[config.mk]
export PLATFORM = sky130hd
export DESIGN_NAME = tcg_front_flat
export DESIGN_NICKNAME = d
export VERILOG_FILES = /design/src/design/assert_macros.svh /design/src/design/tcg_pkg.sv /design/src/design/tcg_cmd_if.sv /design/src/design/tcg_front.sv /design/src/flat_wrapper.sv
export SDC_FILE = /design/constraint.sdc
export NUM_CORES = 1
export LEC_CHECK = 0
export CAP_MARGIN = 30
export CELL_PAD_IN_SITES_DETAIL_PLACEMENT = 1
export CELL_PAD_IN_SITES_GLOBAL_PLACEMENT = 2
export CORE_UTILIZATION = 37
export DETAILED_ROUTE_END_ITERATION = 7
export DONT_BUFFER_PORTS = 1
export HOLD_SLACK_MARGIN = 0.06
export PLACE_DENSITY_LB_ADDON = 0.3
export SYNTH_ARGS = -nofsm -noshare
export SYNTH_HDL_FRONTEND = slang
export SYNTH_SLANG_ARGS = --single-unit
[constraint.sdc]
create_clock -name i_clk -period 13 [get_ports i_clk]
set_input_delay 1.95 -clock i_clk [delete_from_list [all_inputs] [get_ports i_clk]]
set_output_delay 1.95 -clock i_clk [all_outputs]
set_load 0.05 [all_outputs]
[src/design/assert_macros.svh]
// Concurrent assertion helpers, sampled on i_clk and held off during reset.
`ifndef ASSERT_MACROS_SVH
`define ASSERT_MACROS_SVH

`define ASSERT_HOLDS(lbl, prop, msg) \
    lbl: assert property (@(posedge i_clk) disable iff (!i_rst_n) (prop)) \
        else $error(msg);

`define ASSERT_NEXT(lbl, ante, cons, msg) \
    lbl: assert property (@(posedge i_clk) disable iff (!i_rst_n) (ante) |=> (cons)) \
        else $error(msg);

`endif

[src/design/tcg_pkg.sv]
package tcg_pkg;

    localparam int GLYPH_W_DEF        = 8;
    localparam int GLYPH_H_DEF        = 8;
    localparam int GLYPH_COUNT_DEF    = 256;
    localparam int MAX_TEXT_COLS_DEF  = 32;
    localparam int MAX_TEXT_LINES_DEF = 16;

    localparam int GLYPH_STRIDE   = 8;
    localparam int STRIDE_W       = 3;
    localparam int CELL_IDX_W     = 9;
    localparam int GLYPH_ADDR_W   = 11;
    localparam int APB_ADDR_W     = 3;
    localparam int APB_DATA_W     = 32;

    localparam logic [5:0] TEXT_COLS_RST  = 6'd8;
    localparam logic [4:0] TEXT_LINES_RST = 5'd4;

    localparam logic [2:0] OP_PUT    = 3'd0;
    localparam logic [2:0] OP_CURSOR = 3'd1;
    localparam logic [2:0] OP_COLON  = 3'd2;
    localparam logic [2:0] OP_CLEAR  = 3'd3;
    localparam logic [2:0] OP_GLYPH  = 3'd4;

    localparam logic [1:0] KIND_DRAW  = 2'd0;
    localparam logic [1:0] KIND_COLON = 2'd1;
    localparam logic [1:0] KIND_CLEAR = 2'd2;
    localparam logic [1:0] KIND_GLYPH = 2'd3;

    localparam logic [7:0] CHAR_SPACE = 8'h20;
    localparam logic [7:0] CHAR_COLON = 8'h3A;
    localparam logic [7:0] CHAR_SEMI  = 8'h3B;
    localparam logic [7:0] CHAR_DOT   = 8'h2E;
    localparam logic [7:0] CHAR_COMMA = 8'h2C;
    localparam logic [7:0] PAT_COLON  = 8'h66;
    localparam logic [7:0] PAT_DOT    = 8'h60;

    typedef struct packed {
        logic [2:0] opcode;
        logic [7:0] char_code;
        logic [4:0] cell_column;
        logic [3:0] cell_line;
        logic [7:0] red;
        logic [7:0] green;
        logic [7:0] blue;
        logic [2:0] glyph_byte_index;
        logic [7:0] glyph_byte;
    } t_cmd_req;

    typedef struct packed {
        logic [7:0] pixel_x;
        logic [6:0] pixel_y;
        logic [7:0] pixel_red;
        logic [7:0] pixel_green;
        logic [7:0] pixel_blue;
        logic       last_pixel;
    } t_pix_rsp;

    typedef struct packed {
        logic [1:0]              kind;
        logic [CELL_IDX_W-1:0]   cell_idx;
        logic [GLYPH_ADDR_W-1:0] gaddr;
        logic [7:0]              base_x;
        logic [6:0]              base_y;
        logic [7:0]              red;
        logic [7:0]              green;
        logic [7:0]              blue;
        logic [7:0]              data;
    } t_job;

    typedef struct packed {
        logic full;
        logic empty;
    } t_q_stat;

endpackage

[src/design/tcg_cmd_if.sv]
interface tcg_cmd_if;
    logic              valid;
    logic              ready;
    tcg_pkg::t_cmd_req req;

    modport source (output valid, output req, input ready);
    modport sink (input valid, input req, output ready);
endinterface

[src/design/tcg_front.sv]
module tcg_front #(
    parameter int GLYPH_W        = tcg_pkg::GLYPH_W_DEF,
    parameter int GLYPH_H        = tcg_pkg::GLYPH_H_DEF,
    parameter int GLYPH_COUNT    = tcg_pkg::GLYPH_COUNT_DEF,
    parameter int MAX_TEXT_COLS  = tcg_pkg::MAX_TEXT_COLS_DEF,
    parameter int MAX_TEXT_LINES = tcg_pkg::MAX_TEXT_LINES_DEF
) (
    input  logic          i_clk,
    input  logic          i_rst_n,
    tcg_cmd_if.sink       i_cmd,
    input  logic [5:0]    i_text_columns,
    input  logic [4:0]    i_text_lines,
    input  logic          i_home,
    input  logic          i_q_full,
    input  logic          i_init_busy,
    output logic          o_push,
    output tcg_pkg::t_job o_job
);

    logic [4:0] r_col;
    logic [3:0] r_line;
    logic [4:0] n_col;
    logic [3:0] n_line;
    logic       n_push;
    logic [5:0] cols_eff;
    logic [4:0] lines_eff;
    logic [4:0] sel_col;
    logic [3:0] sel_line;
    logic [9:0] prod;
    logic [9:0] cell_sum;
    logic       in_panel;
    logic       code_ok;
    logic [7:0] draw_code;
    logic [5:0] col_next;
    logic [4:0] line_next;
    logic [7:0] pattern;
    logic       accept;
    tcg_pkg::t_cmd_req req;

    assign req         = i_cmd.req;
    assign i_cmd.ready = !i_q_full && !i_init_busy;
    assign accept      = i_cmd.valid && i_cmd.ready;

    always_comb begin
        priority if (i_text_columns == 6'd0) begin
            cols_eff = 6'd1;
        end else if (i_text_columns > 6'(MAX_TEXT_COLS)) begin
            cols_eff = 6'(MAX_TEXT_COLS);
        end else begin
            cols_eff = i_text_columns;
        end
        priority if (i_text_lines == 5'd0) begin
            lines_eff = 5'd1;
        end else if (i_text_lines > 5'(MAX_TEXT_LINES)) begin
            lines_eff = 5'(MAX_TEXT_LINES);
        end else begin
            lines_eff = i_text_lines;
        end
    end

    assign sel_col   = (req.opcode == tcg_pkg::OP_PUT) ? r_col : req.cell_column;
    assign sel_line  = (req.opcode == tcg_pkg::OP_PUT) ? r_line : req.cell_line;
    assign prod      = {6'd0, sel_line} * {4'd0, cols_eff};
    assign cell_sum  = prod + {5'd0, sel_col};
    assign in_panel  = ({1'b0, req.cell_column} < cols_eff) &&
                       ({1'b0, req.cell_line} < lines_eff);
    assign code_ok   = ({1'b0, req.char_code} < 9'(GLYPH_COUNT));
    assign draw_code = code_ok ? req.char_code : tcg_pkg::CHAR_SPACE;
    assign col_next  = {1'b0, r_col} + 6'd1;
    assign line_next = {1'b0, r_line} + 5'd1;

    always_comb begin
        priority if (req.char_code == tcg_pkg::CHAR_COLON ||
                     req.char_code == tcg_pkg::CHAR_SEMI) begin
            pattern = tcg_pkg::PAT_COLON;
        end else if (req.char_code == tcg_pkg::CHAR_DOT ||
                     req.char_code == tcg_pkg::CHAR_COMMA) begin
            pattern = tcg_pkg::PAT_DOT;
        end else begin
            pattern = 8'd0;
        end
    end

    always_comb begin
        n_col          = r_col;
        n_line         = r_line;
        n_push         = 1'b0;
        o_job.kind     = tcg_pkg::KIND_DRAW;
        o_job.cell_idx = cell_sum[tcg_pkg::CELL_IDX_W-1:0];
        o_job.gaddr    = {draw_code, {tcg_pkg::STRIDE_W{1'b0}}};
        o_job.base_x   = 8'({3'd0, r_col} * 8'(GLYPH_W));
        o_job.base_y   = 7'({3'd0, r_line} * 7'(GLYPH_H));
        o_job.red      = req.red;
        o_job.green    = req.green;
        o_job.blue     = req.blue;
        o_job.data     = pattern;
        unique case (req.opcode)
            tcg_pkg::OP_PUT: begin
                n_push = 1'b1;
                if (col_next >= cols_eff) begin
                    n_col  = 5'd0;
                    n_line = (line_next >= lines_eff) ? 4'd0 : line_next[3:0];
                end else begin
                    n_col = col_next[4:0];
                end
            end
            tcg_pkg::OP_CURSOR: begin
                if (in_panel) begin
                    n_col  = req.cell_column;
                    n_line = req.cell_line;
                end
            end
            tcg_pkg::OP_COLON: begin
                o_job.kind = tcg_pkg::KIND_COLON;
                n_push     = in_panel;
            end
            tcg_pkg::OP_CLEAR: begin
                o_job.kind = tcg_pkg::KIND_CLEAR;
                n_push     = 1'b1;
            end
            tcg_pkg::OP_GLYPH: begin
                o_job.kind  = tcg_pkg::KIND_GLYPH;
                o_job.gaddr = {req.char_code, req.glyph_byte_index};
                o_job.data  = req.glyph_byte;
                n_push      = code_ok && ({1'b0, req.glyph_byte_index} < 4'(GLYPH_W));
            end
            default: begin
                n_push = 1'b0;
            end
        endcase
    end

    assign o_push = accept && n_push;

    always_ff @(posedge i_clk) begin
        if (!i_rst_n) begin
            r_col  <= 5'd0;
            r_line <= 4'd0;
        end else if (i_home) begin
            r_col  <= 5'd0;
            r_line <= 4'd0;
        end else if (accept) begin
            r_col  <= n_col;
            r_line <= n_line;
        end
    end

endmodule

[src/flat_wrapper.sv]
// flat-port wrapper written by rule: the top's interface ports become plain ports
module tcg_front_flat 
#(
    parameter int GLYPH_W        = tcg_pkg::GLYPH_W_DEF,
    parameter int GLYPH_H        = tcg_pkg::GLYPH_H_DEF,
    parameter int GLYPH_COUNT    = tcg_pkg::GLYPH_COUNT_DEF,
    parameter int MAX_TEXT_COLS  = tcg_pkg::MAX_TEXT_COLS_DEF,
    parameter int MAX_TEXT_LINES = tcg_pkg::MAX_TEXT_LINES_DEF
)
  (i_clk, i_rst_n, i_text_columns, i_text_lines, i_home, i_q_full, i_init_busy, o_push, o_job, i_cmd_valid, i_cmd_req, i_cmd_ready);
  tcg_cmd_if i_cmd_i ();
  input  logic i_clk;
  input  logic i_rst_n;
  input  logic [5:0] i_text_columns;
  input  logic [4:0] i_text_lines;
  input  logic i_home;
  input  logic i_q_full;
  input  logic i_init_busy;
  output logic o_push;
  output tcg_pkg::t_job o_job;
  input wire logic [$bits(i_cmd_i.valid)-1:0] i_cmd_valid;
  input wire logic [$bits(i_cmd_i.req)-1:0] i_cmd_req;
  output wire logic [$bits(i_cmd_i.ready)-1:0] i_cmd_ready;
  assign i_cmd_i.valid = i_cmd_valid;
  assign i_cmd_i.req = i_cmd_req;
  assign i_cmd_ready = i_cmd_i.ready;
  tcg_front #(.GLYPH_W(GLYPH_W), .GLYPH_H(GLYPH_H), .GLYPH_COUNT(GLYPH_COUNT), .MAX_TEXT_COLS(MAX_TEXT_COLS), .MAX_TEXT_LINES(MAX_TEXT_LINES)) u_core (.i_clk(i_clk), .i_rst_n(i_rst_n), .i_cmd(i_cmd_i), .i_text_columns(i_text_columns), .i_text_lines(i_text_lines), .i_home(i_home), .i_q_full(i_q_full), .i_init_busy(i_init_busy), .o_push(o_push), .o_job(o_job));
endmodule
==> flow_summary.yaml <==
worst_setup_path:
  crit_path_start_kind: "input pin"
  worst_ep_required_time_ns: 11.05
  cp_max_fo: 13
  crit_top_cell: "fa_1"
  r2r_start: "u_core.r_col[0]"
  crit_slowest_cell: "nor3_4"
  critPathKind: "in2out"
  max_stage_delay_ns: 0.58
  cp_data_arrival_time_ns: 6.30
  cp-startpoint: "i_cmd_req[54]"
  end_kind: "output port"
  path_cells: "nor3_4 -> mux2i_1 -> or2_2 -> fa_1 -> fa_1 -> fa_1 -> inv_1 -> ha_1 -> a21oi_1 -> o21ai_0 -> o41ai_1 -> xnor2_1 -> buf_4"
cts:
  cts_hold_buf: 0
  clkTransAtPathRegs_ns: 0.05
  cts_tree: "built"
  cts.sinks: 9
  clk_latency_ns: 0.23
  ctsResizeCount: 0
  postCtsSetupRepairBufs: 0
  cts_inserted_buffers: 3
  htreeDepth: 1
  cts-root-buf: "clkbuf_8"
  clk_path_buf_depth: 2
timing:
  rsz0062_at_grt: "no"
  finalCritPeriodShare_pct: 63.5
  hold_viol_final: 0
  setup_violations: 0
  slew_violations: 0
  min_period_ns: 8.25
  hold_ws_ns: 0.813
  worst_pin_slew_ns: 1.00
  fin_tns_setup_ns: 0
  setup_ws_ns: 4.75
  finClkSkew_ns: 0.00409
  fmax_mhz: 121
  slew_headroom_pct: 32.9
global_routing:
  grt.total_usage_pct: 17.2
  grt_pass1_wl_mm: 10.1
  overflow: 0
  use_met1_pct: 22.9
  grt_pass1_vias: 2043
  grt_start_max_net_pins: 16
  use_met2_pct: 29.3
  busiest_layer: "met2"
  grt_use_met3_pct: 4.33
  antenna_found_initial: 0
routing:
  dr.pass1.iters: 6
  vias_per_cell: 5.54
  route.detailed.drc: 8
  drt_iter0_markers: 59
  ant_nets: 0
  wire_per_inst_um: 16.7
  wl_mm: 6.19
  vias: 2054
pwr:
  cellLeakagePower_nw: 1.15
  power.density_mw_per_mm2: 71.3
  ir_drop_mv: 0.0529
  power_mw: 0.171
layout:
  drive_gt1_share_pct: 7.82
  stdcell_area_mm2: 0.00239
  multi_input_area_mm2: 0.00193
  antenna_cells: 0
  fillers: 797
  final_cell_mix: "ha_1, nor2_1, inv_1"
  register_area_um2: 180
  area_growth_pct: -4.97
  layout_commonest_cell: "ha_1"
  final_nets: 416
status:
  violations: "DRC"
  outcome: "complete, but fails checks"
logic_synthesis:
  avgSynthCellArea_um2: 7.80
  ys_seq_elements: 9
  synth.distinct_cells: 55
  synth-edff-count: 0
  synth-main-ff-cell: "dfxtp_1"
  syn_area_mm2: 0.00252
  yosysWarnings: 0
  syn_inst: 323
  seq_area_frac_synth_pct: 7.15
  async_flop_share_pct: 0
placement:
  gp_routability_congestion: 0.763
  port_buffers: 0
  placed_area_mm2: 0.00234
  dp_hpwl_mm: 5.31
  place_ws_ns: 4.76
floorplan:
  ios: 143
  start_util_pct: 39.0
  design.core.area_mm2: 0.00646
  dieWidth_um: 84.5
  die_h_um: 84.5
  rows: 29
  die_area_mm2: 0.00714
job:
  max_cap_violations: 0
worst_hold_path:
  hp-start: "u_core.r_col[0]"
  worst_hold_path_type: "reg2reg"
==> metrics by stage <==
stage / instances / util, %
finish: 371 / 37.1
CTS: 370 / 37.0
floorplan: 328 / -
detailed placement: 366 / 36.3
global placement: 361 / 35.7
global route: 371 / 37.1
==> where the power goes <==
| part | switching, mW | internal [mW] |
|---|---|---|
| sequential | 0.000762 | 0.0278 |
| combinational | 0.0765 | 0.0336 |
| clock | 0.0106 | 0.0213 |
| total | 0.0879 | 0.0828 |
==> logic make-up after synthesis <==
logic type	share of synthesized area, %
and+or+nand+nor	21.9
buffers and inverters	17.0
AOI/OAI and AO/OA	16.7
adders and majority gates	27.6
xor gates and xnor gates	5.22
muxes	4.22
DFF	7.15
other	0.149
==> metal layers <==
metal / wire length [um] / vias to the layer above
met4: 20 / 0
met1: 2880 / 984
met3: 384 / 4
met2: 2910 / 51
li1: - / 1015
met5: 0 / -
==> final timing paths <==
check	endpoint	slack [ns]	depth (start not counted)
setup reg to reg	u_core.r_line[3]	9.85	9
hold reg to reg	u_core.r_col[0]	0.81	2
setup / recovery	o_job[66]	4.75	13
hold / removal	u_core.r_col[0]	0.81	2
==> sequential cells by signal (all words and copies together) (netlist names) <==
register       count
u_core.r_line      4
u_core.r_col       5
==> worst max-delay path: cells and delay by family <==
kind / cells / cell delay (ns)
AOI/OAI and AO/OA: 3 / 0.72
xor gates and xnor gates: 1 / 0.17
adders and majority gates: 4 / 1.87
buffers and inverters: 2 / 0.26
muxes: 1 / 0.35
and+or+nand+nor: 2 / 0.98
==> area by class of cell <==
| cell class | count | area share (%) |
|---|---|---|
| inverter | 27 | 4.23 |
| multi-input combinational | 248 | 80.6 |
| sequential | 9 | 7.53 |
| clock buffer | 4 | 1.88 |
| timing repair buffer | 6 | 1.78 |
| tap | 77 | 4.03 |
==> cell usage after synthesis (3+ instances only) <==
cell	instances	area, um^2
buf_4	39	293
nand3_1	6	30.0
dfxtp_1	9	180
nand2_1	23	86.3
mux2i_1	7	70.1
inv_1	26	97.6
nor3_1	7	35.0
ha_1	38	475
a32oi_1	3	26.3
xor2_1	4	35.0
a21oi_1	17	85.1
xnor2_1	11	96.3
o21ai_0	7	35.0
fa_1	11	220
or2_2	4	25.0
nor2_1	34	128
o21a_1	3	22.5
a31o_1	3	26.3
o21bai_1	3	22.5
nand2b_1	6	37.5
a31oi_1	4	25.0
a21o_1	9	67.6
and2_1	8	50.1
No activity file was read; power rests on OpenSTA's default activity.
