$ cat src/design/assert_macros.svh
// Concurrent assertion helpers, sampled on i_clk and held off during reset.
`ifndef ASSERT_MACROS_SVH
`define ASSERT_MACROS_SVH

`define ASSERT_HOLDS(lbl, prop, msg) \
    lbl: assert property (@(posedge i_clk) disable iff (!i_rst_n) (prop)) \
        else $error(msg);

`define ASSERT_NEXT(lbl, ante, cons, msg) \
    lbl: assert property (@(posedge i_clk) disable iff (!i_rst_n) (ante) |=> (cons)) \
        else $error(msg);

`endif

$ cat src/design/tcg_pkg.sv
package tcg_pkg;

    localparam int GLYPH_W_DEF        = 8;
    localparam int GLYPH_H_DEF        = 8;
    localparam int GLYPH_COUNT_DEF    = 256;
    localparam int MAX_TEXT_COLS_DEF  = 32;
    localparam int MAX_TEXT_LINES_DEF = 16;

    localparam int GLYPH_STRIDE   = 8;
    localparam int STRIDE_W       = 3;
    localparam int CELL_IDX_W     = 9;
    localparam int GLYPH_ADDR_W   = 11;
    localparam int APB_ADDR_W     = 3;
    localparam int APB_DATA_W     = 32;

    localparam logic [5:0] TEXT_COLS_RST  = 6'd8;
    localparam logic [4:0] TEXT_LINES_RST = 5'd4;

    localparam logic [2:0] OP_PUT    = 3'd0;
    localparam logic [2:0] OP_CURSOR = 3'd1;
    localparam logic [2:0] OP_COLON  = 3'd2;
    localparam logic [2:0] OP_CLEAR  = 3'd3;
    localparam logic [2:0] OP_GLYPH  = 3'd4;

    localparam logic [1:0] KIND_DRAW  = 2'd0;
    localparam logic [1:0] KIND_COLON = 2'd1;
    localparam logic [1:0] KIND_CLEAR = 2'd2;
    localparam logic [1:0] KIND_GLYPH = 2'd3;

    localparam logic [7:0] CHAR_SPACE = 8'h20;
    localparam logic [7:0] CHAR_COLON = 8'h3A;
    localparam logic [7:0] CHAR_SEMI  = 8'h3B;
    localparam logic [7:0] CHAR_DOT   = 8'h2E;
    localparam logic [7:0] CHAR_COMMA = 8'h2C;
    localparam logic [7:0] PAT_COLON  = 8'h66;
    localparam logic [7:0] PAT_DOT    = 8'h60;

    typedef struct packed {
        logic [2:0] opcode;
        logic [7:0] char_code;
        logic [4:0] cell_column;
        logic [3:0] cell_line;
        logic [7:0] red;
        logic [7:0] green;
        logic [7:0] blue;
        logic [2:0] glyph_byte_index;
        logic [7:0] glyph_byte;
    } t_cmd_req;

    typedef struct packed {
        logic [7:0] pixel_x;
        logic [6:0] pixel_y;
        logic [7:0] pixel_red;
        logic [7:0] pixel_green;
        logic [7:0] pixel_blue;
        logic       last_pixel;
    } t_pix_rsp;

    typedef struct packed {
        logic [1:0]              kind;
        logic [CELL_IDX_W-1:0]   cell_idx;
        logic [GLYPH_ADDR_W-1:0] gaddr;
        logic [7:0]              base_x;
        logic [6:0]              base_y;
        logic [7:0]              red;
        logic [7:0]              green;
        logic [7:0]              blue;
        logic [7:0]              data;
    } t_job;

    typedef struct packed {
        logic full;
        logic empty;
    } t_q_stat;

endpackage

$ cat src/design/tcg_queue.sv
module tcg_queue (
    input  logic             i_clk,
    input  logic             i_rst_n,
    input  logic             i_push,
    input  tcg_pkg::t_job    i_job,
    input  logic             i_pop,
    output tcg_pkg::t_job    o_job,
    output tcg_pkg::t_q_stat o_stat
);

    tcg_pkg::t_job r_mem [2];
    logic          r_wptr;
    logic          r_rptr;
    logic [1:0]    r_count;
    logic          n_wptr;
    logic          n_rptr;
    logic [1:0]    n_count;
    logic          do_push;
    logic          do_pop;

    assign o_stat.full  = (r_count == 2'd2);
    assign o_stat.empty = (r_count == 2'd0);
    assign do_push      = i_push && !o_stat.full;
    assign do_pop       = i_pop && !o_stat.empty;
    assign o_job        = r_mem[r_rptr];

    always_comb begin
        n_wptr  = do_push ? !r_wptr : r_wptr;
        n_rptr  = do_pop ? !r_rptr : r_rptr;
        n_count = r_count;
        if (do_push && !do_pop) begin
            n_count = r_count + 2'd1;
        end else if (do_pop && !do_push) begin
            n_count = r_count - 2'd1;
        end
    end

    always_ff @(posedge i_clk) begin
        if (!i_rst_n) begin
            r_wptr  <= 1'b0;
            r_rptr  <= 1'b0;
            r_count <= 2'd0;
        end else begin
            r_wptr  <= n_wptr;
            r_rptr  <= n_rptr;
            r_count <= n_count;
        end
    end

    always_ff @(posedge i_clk) begin
        if (do_push) begin
            r_mem[r_wptr] <= i_job;
        end
    end

endmodule

$ cat config.mk
export PLATFORM = sky130hd
export DESIGN_NAME = tcg_queue
export DESIGN_NICKNAME = d
export VERILOG_FILES = /design/src/design/assert_macros.svh /design/src/design/tcg_pkg.sv /design/src/design/tcg_queue.sv
export SDC_FILE = /design/constraint.sdc
export NUM_CORES = 1
export LEC_CHECK = 0
export BUFFER_PORTS_ARGS = -buffer_cell sky130_fd_sc_hd__clkbuf_2
export CORE_MARGIN = 2
export CORE_UTILIZATION = 47
export DETAILED_ROUTE_END_ITERATION = 8
export HOLD_SLACK_MARGIN = 0.06
export PLACE_DENSITY = 0.76
export SYNTH_ARGS = -nofsm -noshare
export SYNTH_HDL_FRONTEND = slang
export SYNTH_SLANG_ARGS = --single-unit
$ cat constraint.sdc
create_clock -name i_clk -period 3.9 [get_ports i_clk]
set_input_delay 0.585 -clock i_clk [delete_from_list [all_inputs] [get_ports i_clk]]
set_output_delay 0.585 -clock i_clk [all_outputs]
set_load 0.02 [all_outputs]
==> results.cfg, run 1 <==
[run_status]
outcome = finished clean

[global_route]
antenna_found_initial = 0
grtUsageTotal_pct = 14.8
grt_pass1_wl_um = 12800
grt_max_degree = 70
grt_pass1_vias = 2734
grt_overflow_total = 0

[place]
dpl.hpwl_um = 5490
placed_cells = 517
port_buffers = 143
gp_congestion = 0.719
dpl_worst_slack_ns = 1.68

[timing]
fin_crit_ns = 2.71
fin_ws_ns = 1.19
slew_headroom_pct = 34.6
setup_violations = 0
hold_slack_ns = 0.260
hold_viol_final = 0
rsz0062_at_grt = no
finalSetupTns_ns = 0
slew_viol_final = 0
fin_worst_skew_ns = 0.00687
fin_crit_sh_pct = 69.4
worstMarginPinSlew_ns = 0.981
timing.fmax_mhz = 369

[synth]
synth_top_area_share_pct = 78.9
ys_ff_latch = 143
syn-instance-count = 240
yosys.area.top_type = edfxtp_1
syn_area_um2 = 5250
yosys.cell_types.count = 22
yosysMostFrequentCell = edfxtp_1
yosysWarnings = 0
synthArstFlopShare_pct = 0
synth_area_leaders = edfxtp_1 79%, mux2_2 13%, mux2_4 2.9%
synth_common_cells = 138 x edfxtp_1, 59 x mux2_2, 10 x mux2_4
syn_nets = 314
yosys_most_used_dff = edfxtp_1
syn_area_per_cell_um2 = 21.9
ys_seq_area_share_pct = 80.8
synth_edf_count = 138

[clocking]
htree_levels = 4
cts.path.max_buffers = 2
insertion_delay_ns = 0.51
cts_tree = built
cts.sinks = 143
clkTransAtPathRegs_ns = 0.06
root_buffer = clkbuf_8
cts_resized = 0
hold_buffers = 0
cts_buffers = 17
post-cts-setup-buffers = 0

[worst_setup_path]
r2r_slack_ns = 2.06
rr_endpoint = r_mem[1][33]
r2r.worst_path.cells = 2
cp.required_ns = 3.31
setup.worst_path.end_class = output pin
r2r_start = r_count[0]
arrival_ns = 2.12
cp-start-kind = flop
path_class = flop to output pin
crit_path_max_fanout = 69

[final_layout]
fill_cells = 815
instances_no_fill = 549
drive_gt1_share_pct = 59.9
final_nets = 470
syn2layout_area_growth_pct = 27.7
n_antenna_cell = 0

[die]
initial_core_util_pct = 48.2
die_h_um = 110
rows = 38
die_x_um = 110
dieArea_um2 = 12000
io_pins = 144
core-area_um2 = 10900

[detailed_routing]
first_pass_iters = 4
wl_um = 8620
first_iter_violations = 109
vias = 2619
routed_via_density = 4.77
drc = 0
wl_per_cell_um = 15.7
ant_nets = 0

[min_path]
hp-class = primary input to flop
hp-start = i_job[1]
whs_endpoint = r_mem[1][1]
min_delay_path_depth = 1

[job]
maxCapViolCount = 0

[pwr]
p_per_area_nw_per_um2 = 718
leakage_uw = 0.00257
ir_worst_vdd_uv = 354
-- how the worst max path moves through the flow --
stage | endpoint | depth (start not counted) | from
3_3_place_gp | o_job[64] | 2 | flop
5_1_grt | o_job[31] | 2 | flop
6_report | o_job[23] | 2 | flop
2_1_floorplan | r_mem[0][0] | 2 | i_push
3_5_place_dp | o_job[4] | 2 | flop
4_1_cts | o_job[23] | 2 | flop
-- cell families after synthesis --
group,count (synthesis),synth area share (%)
compound gates,5,0.619
xor+xnor,3,0.500
fa+ha+maj,1,0.238
buf+inv,10,1.26
flops,143,80.8
mux,69,15.5
simple gates,9,1.05
-- critical path, stage by stage (launching register included) --
cell and delay, ns:
dfxtp_4 0.98, mux2_2 0.43, clkbuf_2 0.16
-- per-layer routing --
| metal | part of all wire (%) | global-route usage [%] | up-vias |
|---|---|---|---|
| met5 | 0 | 0 | - |
| met4 | 1.1 | 5.42 | 0 |
| met3 | 8.6 | 8.00 | 8 |
| met2 | 50 | 23.5 | 96 |
| met1 | 40 | 17.1 | 1253 |
| li1 | - | - | 1262 |
-- state kept, by name, summed over array words and instances, names as in the netlist, named ones only --
| name | cells |
|---|---|
| r_count | 2 |
| r_mem | 138 |
| r_rptr | 1 |
| r_wptr | 1 |
-- placed cells by master, fill, tap and decap left out, drive strengths merged --
master    netlist  routed
clkinv          0       7
a21boi          2       2
ha              1       1
clkinvlp        0       2
o21a            1       1
xor2            1       1
inv             2       2
and2            3       3
nor2            2       2
and3            1       1
xnor2           2       2
clkbuf          0     162
bufinv          0       4
dfxtp           5       5
or3             1       1
mux2           69      69
buf             8       2
nor3            1       1
edfxtp        138     138
o21ai           2       2
nand2b          1       1
-- area by class of cell --
class	count	area, um2	share of cell area (%)
Clock buffer	19	422	6.29
Tap cell	140	175	2.61
Timing Repair Buffer	145	731	10.9
Inverter	2	7.51	0.112
Clock inverter	13	170	2.54
Multi-Input combinational cell	87	952	14.2
Sequential cell	143	4250	63.4
-- power by group --
part	internal [uW]	switching [uW]
logic	493	631
clock network	1030	574
registers	1940	156
total	3460	1360
-- metrics by stage --
step / area (um2) / power (uW) / utilization [%]
floorplan: 5250 / 2910 / -
global placement: 6110 / 3250 / 56.1
detailed placement: 6110 / 3270 / 56.1
CTS: 6710 / 4880 / 61.6
global route: 6710 / 5040 / 61.6
finish: 6710 / 4820 / 61.6
(Power assumes the default switching activity.)
==> run 2: changes to the inputs <==
ABC_AREA = 1   (was not set)
clock period = 2.3 ns   (was 3.9 ns; I/O delays follow)
==> run 2 against run 1 <==
Worst setup slack worse by 1.1 ns. Combinational power grew 83%. Count of clock-buffer cells in the layout increased by 1. Clock skew grew 0.0048 ns. Non-clock buffer count increased by 74. Sequential cell count is the same. Global-route usage increased by 2.4 points. Via count grew 15%. Power rose by 69%. Design area grew 12%.
==> results.cfg, run 2 <==
[run_status]
outcome = finished clean

[die]
dieArea_um2 = 12100
core-area_um2 = 10900
initial_core_util_pct = 48.3
rows = 38
die_x_um = 110
io_pins = 144
die_h_um = 110

[timing]
setup_violations = 0
worstMarginPinSlew_ns = 0.426
fin_crit_ns = 2.17
rsz0062_at_grt = no
fin_crit_sh_pct = 94.2
slew_viol_final = 0
hold_viol_final = 0
fin_ws_ns = 0.134
fin_worst_skew_ns = 0.0116
timing.fmax_mhz = 462
slew_headroom_pct = 71.6

[synth]
yosysWarnings = 0
synth_edf_count = 138
syn_area_um2 = 5260
synth_common_cells = 138 x edfxtp_1, 59 x mux2_2, 11 x nor2_1
syn_area_per_cell_um2 = 20.8
syn-instance-count = 253
synth_area_leaders = edfxtp_1 79%, mux2_2 13%, mux2_4 2.9%
yosysMostFrequentCell = edfxtp_1
yosys.cell_types.count = 15
ys_ff_latch = 143
ys_seq_area_share_pct = 80.6
synthArstFlopShare_pct = 0
synth_top_area_share_pct = 78.7
yosys.area.top_type = edfxtp_1
yosys_most_used_dff = edfxtp_1
syn_nets = 327

[clocking]
cts_resized = 0
cts.sinks = 143
clkTransAtPathRegs_ns = 0.06
post-cts-setup-buffers = 0
root_buffer = clkbuf_8
cts_tree = built
cts.path.max_buffers = 2
insertion_delay_ns = 0.51
htree_levels = 4
cts_buffers = 17

[global_route]
grtUsageTotal_pct = 17.2
grt_overflow_total = 0
grt_max_degree = 55
antenna_found_initial = 0
grt_pass1_wl_um = 15200
grt_pass1_vias = 3169

[worst_setup_path]
r2r_start = r_count[1]
path_class = flop to output pin
crit_path_max_fanout = 31
r2r.worst_path.cells = 10
arrival_ns = 1.82
critPathSlowestCell = mux2_2
cp-start-kind = flop
cp.required_ns = 1.96
path_cells = buf_4, mux2_2, clkbuf_2
r2r_slack_ns = 0.69
cp_slowest_stage_delay_ns = 0.41
setup.worst_path.end_class = output pin

[pwr]
leakage_uw = 0.00292
ir_worst_vdd_uv = 586
p_per_area_nw_per_um2 = 1090
power_uw = 8150

[detailed_routing]
first_iter_violations = 83
drc = 0
wl_um = 9950
first_pass_iters = 4
ant_nets = 0
vias = 3015
routed_via_density = 4.74
wl_per_cell_um = 15.6

[final_layout]
top_register = r_mem
syn2layout_area_growth_pct = 42.2
largest_registers = r_mem x138, r_count x2
layout_common_cells = 143 x clkbuf_2, 138 x edfxtp_1, 69 x dlygate4sd3_1
final_nets = 557
largest_reg_flops = 138
final_common_cell = clkbuf_2
drive_gt1_share_pct = 50.2
n_antenna_cell = 0

[place]
port_buffers = 143
gp_congestion = 0.671
dpl.hpwl_um = 5980
dpl_worst_slack_ns = 0.665

[min_path]
hp-start = i_rst_n
min_delay_path_depth = 3
hp-class = primary input to flop

[job]
maxCapViolCount = 0
==> run 2: cell types whose count changed after synthesis, sizes merged, moves of 2 or more <==
cell / previous run / this run
nand2: 0 / 6
nor2: 2 / 11
a21boi: 2 / 0
inv: 2 / 9
xnor2: 2 / 0
and2: 3 / 0
==> run 2: timing repair <==
action	in CTS	in global routing
setup endpoints to repair	0	0
hold endpoints to repair	138	0
hold buffers	69	0
==> run 2: cell type report <==
type	count	area, um2
Timing Repair Buffer	219	1500
Clock buffer	20	425
Fill cell	738	3400
Sequential cell	143	4250
Multi-Input combinational cell	93	937
Clock inverter	12	168
Tap cell	140	175
Inverter	9	33.8
==> run 2: kinds of logic after synthesis <==
group	synth area share, %
multiplexers	15.5
flip-flops	80.6
adder cells (fa/ha/maj)	0.238
AO/OA/AOI/OAI	0.380
buffers and inverters	1.83
AND/OR/NAND/NOR	1.43
==> run 2: final timing paths <==
kind | endpoint
worst max-delay path | o_job[20]
worst min-delay path | r_count[1]
worst max register to register | r_count[1]
worst min register to register | r_rptr
==> run 2: layer usage <==
metal | wire (um) | GRT usage (%)
met5 | 0 | 0
met4 | 53 | 5.70
met3 | 645 | 6.99
met2 | 5330 | 29.7
met1 | 3920 | 19.4
==> run 2: power breakdown <==
| group | internal [uW] | switching [uW] | total [uW] |
|---|---|---|---|
| Combinational | 844 | 1210 | 2050 |
| Sequential | 3300 | 98.9 | 3390 |
| Clock | 1750 | 949 | 2700 |
| Total | 5890 | 2260 | 8150 |
==> run 2: metrics by stage <==
step	hold WS (ns)	area, um2	setup TNS [ns]	utilization (%)	cells
final	0.114	7480	0	68.7	636
after floorplan	0.444	5270	-69.64	-	253
after global placement	0.479	6200	0	56.9	535
after CTS	0.0739	7480	0	68.7	636
after detailed placement	0.488	6200	0	56.9	535
after global routing	0.0881	7480	0	68.7	636
==> run 2: critical path: cells and delay by family (launching register included) <==
kind / cells / cell delay, ns
buf+inv: 2 / 0.54
mux: 1 / 0.41
flops: 1 / 0.35
==> run 3: changes to the inputs <==
CORE_UTILIZATION = 35   (was 47)
PLACE_DENSITY = not set   (was 0.76)
==> run 3 against run 2 <==
Register-to-register slack better by 0.04 ns. Count of clock-buffer cells in the layout up 2. Final cell count fell by 4.2%. Wire length decreased by 6.7%. Power shrank 3.9%. Worst setup slack better by 0.14 ns. Combinational power is 5% lower. Sequential power barely moved. Critical endpoint is now o_job[6].
==> results.cfg, run 3 (synthesis gave the netlist of run 2 again) <==
[run_status]
outcome = finished clean

[die]
dieArea_um2 = 16000
initial_core_util_pct = 36.1
die_x_um = 127
io_pins = 144
core-area_um2 = 14600
die_h_um = 127
rows = 44

[timing]
slew_headroom_pct = 72.2
hold_viol_final = 0
finalSetupTns_ns = 0
setup_violations = 0
fin_ws_ns = 0.271
timing.fmax_mhz = 493
fin_crit_ns = 2.03
fin_crit_sh_pct = 88.2
worstMarginPinSlew_ns = 0.417
slew_viol_final = 0
fin_worst_skew_ns = 0.00507
rsz0062_at_grt = no

[final_layout]
final_common_cell = clkbuf_2
top_register = r_mem
largest_registers = r_mem x138, r_count x2
largest_reg_flops = 138
fill_cells = 1289
layout_common_cells = 143 x clkbuf_2, 138 x edfxtp_1, 59 x mux2_2
final_nets = 487
syn2layout_area_growth_pct = 28.9
final_area_um2 = 6790
n_antenna_cell = 0
final_core_util_pct = 46.5
drive_gt1_share_pct = 57.4

[clocking]
insertion_delay_ns = 0.41
cts.path.max_buffers = 2
cts.sinks = 143
cts_resized = 0
post-cts-setup-buffers = 0
htree_levels = 4
clkTransAtPathRegs_ns = 0.06
root_buffer = clkbuf_16
cts_buffers = 17
hold_buffers = 0
cts_tree = built

[detailed_routing]
vias = 2730
first_iter_violations = 120
wl_per_cell_um = 15.2
ant_nets = 0
wl_um = 9290
routed_via_density = 4.48
drc = 0
first_pass_iters = 4

[worst_setup_path]
setup.worst_path.end_class = output pin
cp-start-kind = flop
crit_path_max_fanout = 69
cp.required_ns = 1.96
path_class = flop to output pin
arrival_ns = 1.68

[place]
dpl.hpwl_um = 5910
placed_area_um2 = 6250
port_buffers = 143
dpl_worst_slack_ns = 0.656
gp_congestion = 0.698

[pwr]
p_per_area_nw_per_um2 = 1150
leakage_uw = 0.00260
ir_worst_vdd_uv = 702

[global_route]
grt_pass1_vias = 2884
grtUsageTotal_pct = 12.0
grt_pass1_wl_um = 14400
grt_overflow_total = 0
grt_max_degree = 70
antenna_found_initial = 0

[job]
maxCapViolCount = 0

[min_path]
hp-class = primary input to flop
==> run 3: cell types whose count changed in the layout (fill, tap and decap cells not counted), sizes merged <==
cell,change
buf,-1
bufinv,-2
dlygate4sd3,-69
clkbuf,+2
clkinv,-1
==> run 3: final timing paths <==
kind	from	endpoint	slack, ns	cells past startpoint
hold / removal	i_job[11]	r_mem[0][11]	0.13	1
setup reg to reg	r_count[1]	r_count[1]	0.73	9
setup / recovery	flop	o_job[6]	0.27	3
hold reg to reg	r_rptr	flop	0.51	2
==> run 3: final cells by class <==
| type | count | area [um2] | share of cell area [%] |
|---|---|---|---|
| Timing Repair Buffer | 149 | 798 | 11.8 |
| Inverter | 9 | 33.8 | 0.498 |
| Tap cell | 184 | 230 | 3.39 |
| Sequential cell | 143 | 4250 | 62.6 |
| Multi-Input combinational cell | 93 | 937 | 13.8 |
| Clock buffer | 22 | 444 | 6.55 |
| Clock inverter | 9 | 93.8 | 1.38 |
==> run 3: metrics by stage <==
| stage | power, uW | std cells | hold slack (ns) |
|---|---|---|---|
| after floorplan | 4780 | 253 | 0.444 |
| after global placement | 5390 | 578 | 0.478 |
| after detailed placement | 5420 | 578 | 0.490 |
| after CTS | 7960 | 609 | 0.103 |
| after global routing | 8210 | 609 | 0.101 |
| final | 7830 | 609 | 0.126 |
==> run 3: power by group <==
part	switching, uW	total (uW)	internal (uW)	leakage (uW)
sequential	87.9	3380	3300	0.00133
clock	935	2510	1570	0.000260
combinational	1180	1940	761	0.00101
total	2200	7830	5630	0.00260
==> run 3: worst max-delay path, stage by stage, from the launching register on <==
cell and delay, ns:
dfxtp_4 0.35, buf_12 0.36, mux2_2 0.40, clkbuf_2 0.16
==> run 3: routing by layer <==
layer / track usage [%] / part of all wire (%) / vias to the layer above
met5: 0 / 0 / -
li1: - / - / 1298
met4: 5.56 / 2.0 / 0
met3: 4.81 / 6.6 / 13
met2: 19.1 / 49 / 94
met1: 14.3 / 43 / 1325
